<file path="config.mk">
export PLATFORM = sky130hd
export DESIGN_NAME = coalescing_job_dispatch_queue
export DESIGN_NICKNAME = d
export VERILOG_FILES = /design/src/hdl/cjdq_pkg.sv /design/src/hdl/coalescing_job_dispatch_queue.sv
export SDC_FILE = /design/constraint.sdc
export NUM_CORES = 2
export LEC_CHECK = 0
export ABC_AREA = 1
export BUFFER_PORTS_ARGS = -buffer_cell sky130_fd_sc_hd__clkbuf_2
export CELL_PAD_IN_SITES_DETAIL_PLACEMENT = 1
export CELL_PAD_IN_SITES_GLOBAL_PLACEMENT = 2
export CORE_MARGIN = 1
export CORE_UTILIZATION = 37
export CTS_CLUSTER_DIAMETER = 200
export DETAILED_ROUTE_END_ITERATION = 8
export GPL_ROUTABILITY_DRIVEN = 0
export PLACE_DENSITY = 0.74
export SYNTH_ARGS = -nofsm -noshare
export SYNTH_HDL_FRONTEND = slang
export SYNTH_SLANG_ARGS = --single-unit
</file>
<file path="constraint.sdc">
create_clock -name clk -period 5.5 [get_ports clk]
set_input_delay 1.375 -clock clk [delete_from_list [all_inputs] [get_ports clk]]
set_output_delay 1.375 -clock clk [all_outputs]
set_load 0.05 [all_outputs]
</file>
<file path="src/hdl/cjdq_pkg.sv">
package cjdq_pkg;

	typedef enum logic [2:0] {
		OP_ADD      = 3'd0,
		OP_DISPATCH = 3'd1,
		OP_CONCLUDE = 3'd2,
		OP_RETRY    = 3'd3,
		OP_ADD_MT   = 3'd4,
		OP_CLEAR    = 3'd5
	} op_t;

	localparam logic [2:0] ACT_ADDF   = 3'd0;
	localparam logic [2:0] ACT_ADDD   = 3'd1;
	localparam logic [2:0] ACT_UPDATE = 3'd2;
	localparam logic [2:0] ACT_DELETE = 3'd3;
	localparam logic [2:0] ACT_CANCEL = 3'd4;
	localparam logic [2:0] ACT_TERM   = 3'd5;
	localparam logic [2:0] MERGE_BAD  = 3'd7;

	localparam logic [2:0] ST_OK       = 3'd0;
	localparam logic [2:0] ST_FULL     = 3'd1;
	localparam logic [2:0] ST_CONFLICT = 3'd2;
	localparam logic [2:0] ST_NOKEY    = 3'd3;
	localparam logic [2:0] ST_NONE     = 3'd4;

	typedef struct packed {
		logic [2:0]  operation;
		logic [31:0] path_key;
		logic [2:0]  action;
	} in_item_t;

	typedef struct packed {
		logic [2:0]  status;
		logic [31:0] out_key;
		logic [2:0]  out_action;
	} out_item_t;

	// Combine an older action with a newer one for the same key.
	function automatic logic [2:0] merge(input logic [2:0] o, input logic [2:0] n);
		logic o_add;
		logic n_add;
		o_add = (o == ACT_ADDF) || (o == ACT_ADDD);
		n_add = (n == ACT_ADDF) || (n == ACT_ADDD);
		if (o == ACT_CANCEL) merge = n;
		else if (n == ACT_CANCEL) merge = ACT_CANCEL;
		else if (o == n && (o == ACT_UPDATE || o == ACT_DELETE)) merge = o;
		else if (n == ACT_DELETE) merge = (o == ACT_UPDATE) ? ACT_DELETE : ACT_CANCEL;
		else if ((o_add && n_add) || (o == ACT_DELETE && n == ACT_UPDATE) ||
				(o == ACT_UPDATE)) merge = MERGE_BAD;
		else if (o_add) merge = o;
		else merge = ACT_UPDATE;
	endfunction

endpackage

</file>
<file path="src/hdl/coalescing_job_dispatch_queue.sv">
// Channel | Direction | Handshake         | Payload
// in      | into      | in_valid/in_stall | cjdq_pkg::in_item_t
// out     | out of    | out_valid/out_stall | cjdq_pkg::out_item_t
// A sequencer walks the lists one entry per cycle, comparing keys at each step.
// Add walks the pending list and conclude the in-flight slots before offering a result,
// a removal adds a shift of the later pending entries, and retry walks both lists.
// Dispatch scans every in-flight slot per candidate.
// Reset clears counts and valid bits; stores are undefined until written.
// in_stall is high from acceptance until the result is taken downstream.
module coalescing_job_dispatch_queue #(
	parameter int CAPACITY = 16,
	parameter int KEY_BITS = 32
) (
	input  logic                clk,
	input  logic                arst_n,
	input  logic                in_valid,
	output logic                in_stall,
	input  cjdq_pkg::in_item_t  in_item,
	output logic                out_valid,
	input  logic                out_stall,
	output cjdq_pkg::out_item_t out_item
);
	localparam int IW = $clog2(CAPACITY);
	localparam int CW = $clog2(CAPACITY + 1);

	typedef enum logic [8:0] {
		S_IDLE   = 9'b000000001,
		S_FINDP  = 9'b000000010,
		S_FINDF  = 9'b000000100,
		S_DECIDE = 9'b000001000,
		S_DCAND  = 9'b000010000,
		S_DSCAN  = 9'b000100000,
		S_SHIFT  = 9'b001000000,
		S_DONE   = 9'b010000000,
		S_OUT    = 9'b100000000
	} state_t;

	state_t state_q;
	logic [KEY_BITS-1:0] pkey_q [CAPACITY];
	logic [2:0]          pact_q [CAPACITY];
	logic [KEY_BITS-1:0] fkey_q [CAPACITY];
	logic [2:0]          fact_q [CAPACITY];
	logic [CAPACITY-1:0] fvalid_q;
	logic [CW-1:0]       pcount_q;
	logic [CW-1:0]       fcount_q;

	logic [2:0]          op_q;
	logic [KEY_BITS-1:0] key_q;
	logic [2:0]          act_q;
	logic [CW-1:0]       idx_q;
	logic [CW-1:0]       sidx_q;
	logic                pfound_q;
	logic [IW-1:0]       ppos_q;
	logic                ffound_q;
	logic [IW-1:0]       fpos_q;
	logic                fhit_q;
	logic [IW-1:0]       free_q;
	logic                freeok_q;
	logic [2:0]          st_q;
	logic [31:0]         okey_q;
	logic [2:0]          oact_q;

	logic [IW-1:0] i_idx;
	logic [IW-1:0] s_idx;
	logic [KEY_BITS-1:0] in_key;
	logic [2:0] mrg;

	assign i_idx  = idx_q[IW-1:0];
	assign s_idx  = sidx_q[IW-1:0];
	assign in_key = KEY_BITS'(in_item.path_key);
	assign in_stall  = (state_q != S_IDLE);
	assign out_valid = (state_q == S_OUT);
	assign out_item  = '{status: st_q, out_key: okey_q, out_action: oact_q};

	// Shared merge unit: retry merges with the in-flight action as the old one.
	always_comb begin
		if (op_q == cjdq_pkg::OP_RETRY) mrg = cjdq_pkg::merge(fact_q[fpos_q], pact_q[ppos_q]);
		else mrg = cjdq_pkg::merge(pact_q[ppos_q], act_q);
	end

	// Control sequencer.
	always_ff @(posedge clk or negedge arst_n) begin
		if (!arst_n) begin
			state_q  <= S_IDLE;
			pcount_q <= '0;
			fcount_q <= '0;
			fvalid_q <= '0;
		end else begin
			case (state_q)
				S_IDLE: begin
					if (in_valid) begin
						op_q     <= in_item.operation;
						key_q    <= in_key;
						act_q    <= in_item.action;
						idx_q    <= '0;
						sidx_q   <= '0;
						pfound_q <= 1'b0;
						ffound_q <= 1'b0;
						st_q     <= cjdq_pkg::ST_OK;
						okey_q   <= '0;
						oact_q   <= '0;
						case (in_item.operation)
							cjdq_pkg::OP_ADD, cjdq_pkg::OP_ADD_MT: begin
								if (in_item.action > cjdq_pkg::ACT_CANCEL) begin
									st_q    <= cjdq_pkg::ST_CONFLICT;
									state_q <= S_OUT;
								end else if (in_item.operation == cjdq_pkg::OP_ADD) begin
									state_q <= S_FINDP;
								end else begin
									state_q <= S_DECIDE;
								end
							end
							cjdq_pkg::OP_DISPATCH: state_q <= S_DCAND;
							cjdq_pkg::OP_CONCLUDE, cjdq_pkg::OP_RETRY: state_q <= S_FINDF;
							cjdq_pkg::OP_CLEAR: begin
								fvalid_q  <= '0;
								fcount_q  <= '0;
								pkey_q[0] <= '0;
								pact_q[0] <= cjdq_pkg::ACT_TERM;
								pcount_q  <= CW'(1);
								state_q   <= S_OUT;
							end
							default: state_q <= S_OUT;
						endcase
					end
				end
				// Walk in-flight slots for the item key.
				S_FINDF: begin
					if (fvalid_q[i_idx] && fkey_q[i_idx] == key_q && !ffound_q) begin
						ffound_q <= 1'b1;
						fpos_q   <= i_idx;
					end
					if (idx_q == CW'(CAPACITY - 1)) begin
						idx_q <= '0;
						if (op_q == cjdq_pkg::OP_CONCLUDE) state_q <= S_DECIDE;
						else state_q <= S_FINDP;
					end else idx_q <= idx_q + 1'b1;
				end
				// Walk pending entries for the item key.
				S_FINDP: begin
					if (idx_q < pcount_q && !pfound_q && pact_q[i_idx] != cjdq_pkg::ACT_TERM &&
							pkey_q[i_idx] == key_q) begin
						pfound_q <= 1'b1;
						ppos_q   <= i_idx;
					end
					if (idx_q >= pcount_q || idx_q == CW'(CAPACITY - 1)) state_q <= S_DECIDE;
					else idx_q <= idx_q + 1'b1;
				end
				S_DECIDE: begin
					state_q <= S_OUT;
					case (op_q)
						cjdq_pkg::OP_ADD, cjdq_pkg::OP_ADD_MT: begin
							if (op_q == cjdq_pkg::OP_ADD_MT && pcount_q != '0) begin
								st_q <= cjdq_pkg::ST_OK;
							end else if (op_q == cjdq_pkg::OP_ADD && pfound_q) begin
								if (mrg == cjdq_pkg::MERGE_BAD) st_q <= cjdq_pkg::ST_CONFLICT;
								else if (mrg == cjdq_pkg::ACT_CANCEL) begin
									idx_q   <= CW'(ppos_q);
									state_q <= S_SHIFT;
								end else pact_q[ppos_q] <= mrg;
							end else if ((CW+1)'(pcount_q) + (CW+1)'(fcount_q) >=
									(CW+1)'(CAPACITY)) begin
								st_q <= cjdq_pkg::ST_FULL;
							end else begin
								pkey_q[pcount_q[IW-1:0]] <= key_q;
								pact_q[pcount_q[IW-1:0]] <= act_q;
								pcount_q <= pcount_q + 1'b1;
							end
						end
						cjdq_pkg::OP_CONCLUDE: begin
							if (!ffound_q) st_q <= cjdq_pkg::ST_NOKEY;
							else begin
								fvalid_q[fpos_q] <= 1'b0;
								fcount_q <= fcount_q - 1'b1;
							end
						end
						cjdq_pkg::OP_RETRY: begin
							if (!ffound_q) st_q <= cjdq_pkg::ST_NOKEY;
							else if (pfound_q) begin
								if (mrg == cjdq_pkg::MERGE_BAD) st_q <= cjdq_pkg::ST_CONFLICT;
								else begin
									fvalid_q[fpos_q] <= 1'b0;
									fcount_q <= fcount_q - 1'b1;
									if (mrg == cjdq_pkg::ACT_CANCEL) begin
										idx_q   <= CW'(ppos_q);
										state_q <= S_SHIFT;
									end else pact_q[ppos_q] <= mrg;
								end
							end else begin
								// Releasing the slot frees room, so the append always fits.
								fvalid_q[fpos_q] <= 1'b0;
								fcount_q <= fcount_q - 1'b1;
								if (pcount_q >= CW'(CAPACITY)) st_q <= cjdq_pkg::ST_FULL;
								else begin
									pkey_q[pcount_q[IW-1:0]] <= key_q;
									pact_q[pcount_q[IW-1:0]] <= fact_q[fpos_q];
									pcount_q <= pcount_q + 1'b1;
								end
							end
						end
						default: ;
					endcase
				end
				// Dispatch: look at pending entry idx_q as a candidate.
				S_DCAND: begin
					if (idx_q >= pcount_q || idx_q >= CW'(CAPACITY)) begin
						st_q    <= cjdq_pkg::ST_NONE;
						state_q <= S_OUT;
					end else if (pact_q[i_idx] == cjdq_pkg::ACT_TERM) begin
						okey_q  <= 32'(pkey_q[i_idx]);
						oact_q  <= cjdq_pkg::ACT_TERM;
						state_q <= S_SHIFT;
					end else begin
						sidx_q   <= '0;
						fhit_q   <= 1'b0;
						freeok_q <= 1'b0;
						state_q  <= S_DSCAN;
					end
				end
				// Scan in-flight slots for a key hit and the first free slot.
				S_DSCAN: begin
					if (fvalid_q[s_idx] && fkey_q[s_idx] == pkey_q[i_idx]) fhit_q <= 1'b1;
					if (!fvalid_q[s_idx] && !freeok_q) begin
						freeok_q <= 1'b1;
						free_q   <= s_idx;
					end
					if (sidx_q == CW'(CAPACITY - 1)) begin
						if (fhit_q || (fvalid_q[s_idx] && fkey_q[s_idx] == pkey_q[i_idx])) begin
							idx_q   <= idx_q + 1'b1;
							state_q <= S_DCAND;
						end else if (!freeok_q && fvalid_q[s_idx]) begin
							st_q    <= cjdq_pkg::ST_NONE;
							state_q <= S_OUT;
						end else begin
							fkey_q[freeok_q ? free_q : s_idx]   <= pkey_q[i_idx];
							fact_q[freeok_q ? free_q : s_idx]   <= pact_q[i_idx];
							fvalid_q[freeok_q ? free_q : s_idx] <= 1'b1;
							fcount_q <= fcount_q + 1'b1;
							okey_q   <= 32'(pkey_q[i_idx]);
							oact_q   <= pact_q[i_idx];
							state_q  <= S_SHIFT;
						end
					end else sidx_q <= sidx_q + 1'b1;
				end
				// Close the gap at idx_q, one entry per cycle.
				S_SHIFT: begin
					if (idx_q + 1'b1 < pcount_q && idx_q + 1'b1 < CW'(CAPACITY)) begin
						pkey_q[i_idx] <= pkey_q[IW'(idx_q + 1'b1)];
						pact_q[i_idx] <= pact_q[IW'(idx_q + 1'b1)];
						idx_q <= idx_q + 1'b1;
					end else begin
						pcount_q <= pcount_q - 1'b1;
						state_q  <= S_OUT;
					end
				end
				S_OUT: begin
					if (!out_stall) state_q <= S_IDLE;
				end
				default: state_q <= S_IDLE;
			endcase
		end
	end
endmodule

</file>
==> results.ini <==
[status]
status = complete, no violations

[cells_and_area]
final_nets = 6934
postLayoutCellArea_mm2 = 0.0736
drive_above_1_share = 0.0920
final_util = 0.423
area_growth_pct = 13.7

[timing]
setup_viol = 0
slew_headroom = 0.247
setup_tns_ps = 0
max_freq_mhz = 196
rsz0062_at_grt = no
finalHoldViolations = 0
slew_viol_final = 0
fin_skew_ps = 31.0
finalCritPeriodShare = 0.930
worst_pin_slew_ps = 1120
min_period_ps = 5110

[placement]
io_buffers = 81
dp_hpwl_mm = 158
placed_area_mm2 = 0.0687

[logic_synthesis]
synth_common_cells = 1,222 x edfxtp_1, 1,014 x nand2_1, 812 x a21oi_1, 778 x o21ai_0, 758 x inv_1
ys_dominant_reg_cell = edfxtp_1
synth.most_common_cell = edfxtp_1
yosysTopAreaCellShare = 0.567
syn_avg_cell_area_um2 = 9.44
async_reset_ff_frac = 0.0267
netlist_instances = 6855
yosysSeqAreaShare = 0.585
syn_nets = 6924
synth_area_leaders = edfxtp_1 57%, a21oi_1 6.3%, o21ai_0 6.0%, nand2_1 5.9%, nand3_1 5.5%
yosys_register_bits = 1272
syn-cell-area_mm2 = 0.0647
synth_edf_count = 1222
synth.largest_area_cell = edfxtp_1
yosys.cell_types.count = 57
ys_warn_count = 0

[cts]
cts_max_level = 4
cts_tree = done
clk_pin_slew_ps = 60
ctsResizeCount = 0
cts_root_buffer = clkbuf_16
cts.sinks = 1272
cts_setup_buffers = 0
insertion_delay_ps = 820
cts_hold_buf = 0
cts_buffers = 151
clk_path_buf_depth = 3

[drt]
routedWlPerCell_um = 27.5
firstDrtPassIters = 5
drt_iter0_drc = 5216
drc = 0
ant_nets = 0
wl_mm = 256
avgViaCountPerCell = 5.80
vias = 54037

[setup_path]
crit_arrival_ps = 5550
crit_family = simple AND/OR/NAND/NOR gates
slowest_stage = dfxtp_4
path_cells = buf_12, buf_4, nand2_1, o21ai_0, nand2_1, nand3_1, nand3_1, nand2_1, xor2_1, a21oi_1, nand3_1, nor2_1, nand3_1, nand3_2, buf_12, nor2_4, buf_4
r2r_cells = 17
cp.required_ps = 5930
cp-end-kind = flop
critical_path_peak_fanout = 46
slowest_delay_ps = 850
path_buf_inv = 4
start_kind = flop
worst-path-stages = 17
crit_top_cell = nand3_1
path_class = reg -> reg

[floorplan]
core_area_mm2 = 0.174
io_pins = 82
die-width_um = 420
die_y_um = 420
rows = 153
fp.dieArea_mm2 = 0.177
initial_core_util = 0.372

[power]
power_frac_seq = 0.296
switching_share = 0.455
p_leak_uw = 0.0274
internal_power_uw = 23400
vdd_drop_max_v = 0.000434
power_frac_clock = 0.235
p_comb_frac = 0.469
p_switching_uw = 19500
power_density_mw_per_mm2 = 583

[global_route]
grt_usage = 0.286
grt_max_degree = 135
grt_pass1_vias = 54378
overflow = 0
antenna_found_initial = 12
grt_pass1_wl_mm = 370

[min_path]
worstHoldPathCells = 2
hp-class = reg -> reg

[job]
cap_viol_max_count = 0

## worst paths after layout
| kind | start | endpoint | slack (ps) |
|---|---|---|---|
| worst max register to register | flop | fkey_q[12][15]$_DFFE_PP_ | 390 |
| worst max-delay path | flop | fkey_q[12][15]$_DFFE_PP_ | 390 |
| min in group asynchronous | arst_n | state_q[2]$_DFFE_PN0P_ | 980 |
| worst min-delay path | fvalid_q[1]$_DFFE_PN0P_ | fvalid_q[1]$_DFFE_PN0P_ | 490 |
| max in group asynchronous | arst_n | fvalid_q[15]$_DFFE_PN0P_ | 4100 |
| worst min register to register | fvalid_q[1]$_DFFE_PN0P_ | fvalid_q[1]$_DFFE_PN0P_ | 490 |
## power groups by stage
stage               logic [uW]  registers (uW)  clock network (uW)
finish                   20100           12700               10100
global route             21600           12700               10600
CTS                      19900           12700               10200
detailed placement       19800           12900                   0
global placement         19600           12900                   0
floorplan                11700           12800                   0
## area by class of cell
class | instances | area (um^2)
Clock buffer | 199 | 4080
Timing Repair Buffer | 336 | 2880
Clock inverter | 78 | 790
Inverter | 782 | 2950
Fill cell | 19622 | 100000
Sequential cell | 1272 | 37900
Tap cell | 2325 | 2910
Multi-Input combinational cell | 4322 | 22100
Antenna cell | 2 | 5.00
## per-layer routing
metal / vias to the layer above / global-route usage / share of wire
li1: 24324 / - / -
met5: - / 0 / 0.000059
met1: 27546 / 0.384 / 0.43
met2: 1721 / 0.469 / 0.47
met4: 2 / 0.112 / 0.039
met3: 444 / 0.0363 / 0.056
## sequential cells by signal, summed over array words and instances, names as in the netlist, 4 cells and up, named ones only
signal and count:
fkey_q 512, pkey_q 512, fact_q 48, pact_q 48, key_q 32, okey_q 32
fvalid_q 16, state_q 8, fcount_q 5, idx_q 5, pcount_q 5, sidx_q 5
fpos_q 4, free_q 4, ppos_q 4
## worst reg2reg max path: stages, from the launching register on
cell	delay (ps)
dfxtp_4	850
buf_12	310
buf_4	250
nand2_1	60
o21ai_0	70
nand2_1	60
nand3_1	90
nand3_1	150
nand2_1	330
xor2_1	520
a21oi_1	90
nand3_1	110
nor2_1	80
nand3_1	190
nand3_2	120
buf_12	200
nor2_4	670
buf_4	570
## placed cells by master, fill, tap and decap left out, types with 5 or more instances in the layout
cell	Yosys	layout
buf_12	0	45
clkbuf_1	212	42
o21ai_0	778	776
a31oi_1	15	15
clkinv_2	0	22
o22ai_1	33	33
nand2_1	1014	1013
clkinv_1	5	31
nand3_1	714	713
dfxtp_1	16	8
o221ai_1	25	25
xor2_1	35	33
edfxtp_1	1222	1222
xnor2_1	9	9
clkbuf_16	0	156
ha_1	25	24
inv_6	0	5
buf_4	14	210
dfxtp_4	0	7
nand4_1	20	20
nor4_1	6	6
nor2_1	281	247
dfrtp_1	33	33
inv_2	19	20
inv_1	758	755
bufinv_16	0	14
o21ai_1	98	100
or2_2	9	9
clkbuf_2	0	81
nor3_1	15	15
o211ai_1	383	383
clkinvlp_4	0	5
a21oi_1	812	812
nor2_4	0	35
## per-stage QoR
| stage | setup WS, ps | instances | total power [uW] | hold WS (ps) |
|---|---|---|---|---|
| after floorplan | 252 | 6855 | 24500 | 453 |
| after global placement | 612 | 9037 | 32500 | 466 |
| after detailed placement | 601 | 9037 | 32700 | 479 |
| after CTS | 537 | 9314 | 42800 | 492 |
| after global routing | 203 | 9315 | 44900 | 519 |
| final | 385 | 9316 | 42900 | 490 |
## cells by family after synthesis
logic type / Yosys count / share of synthesized area
AO/OA/AOI/OAI: 2169 / 0.186
buffers and inverters: 1261 / 0.0787
AND/OR/NAND/NOR: 2081 / 0.138
multiplexers: 1 / 0.000155
flip-flops: 1272 / 0.585
adder cells (fa/ha/maj): 27 / 0.00545
XOR/XNOR: 44 / 0.00596
Power figures use the tool's default switching activity.
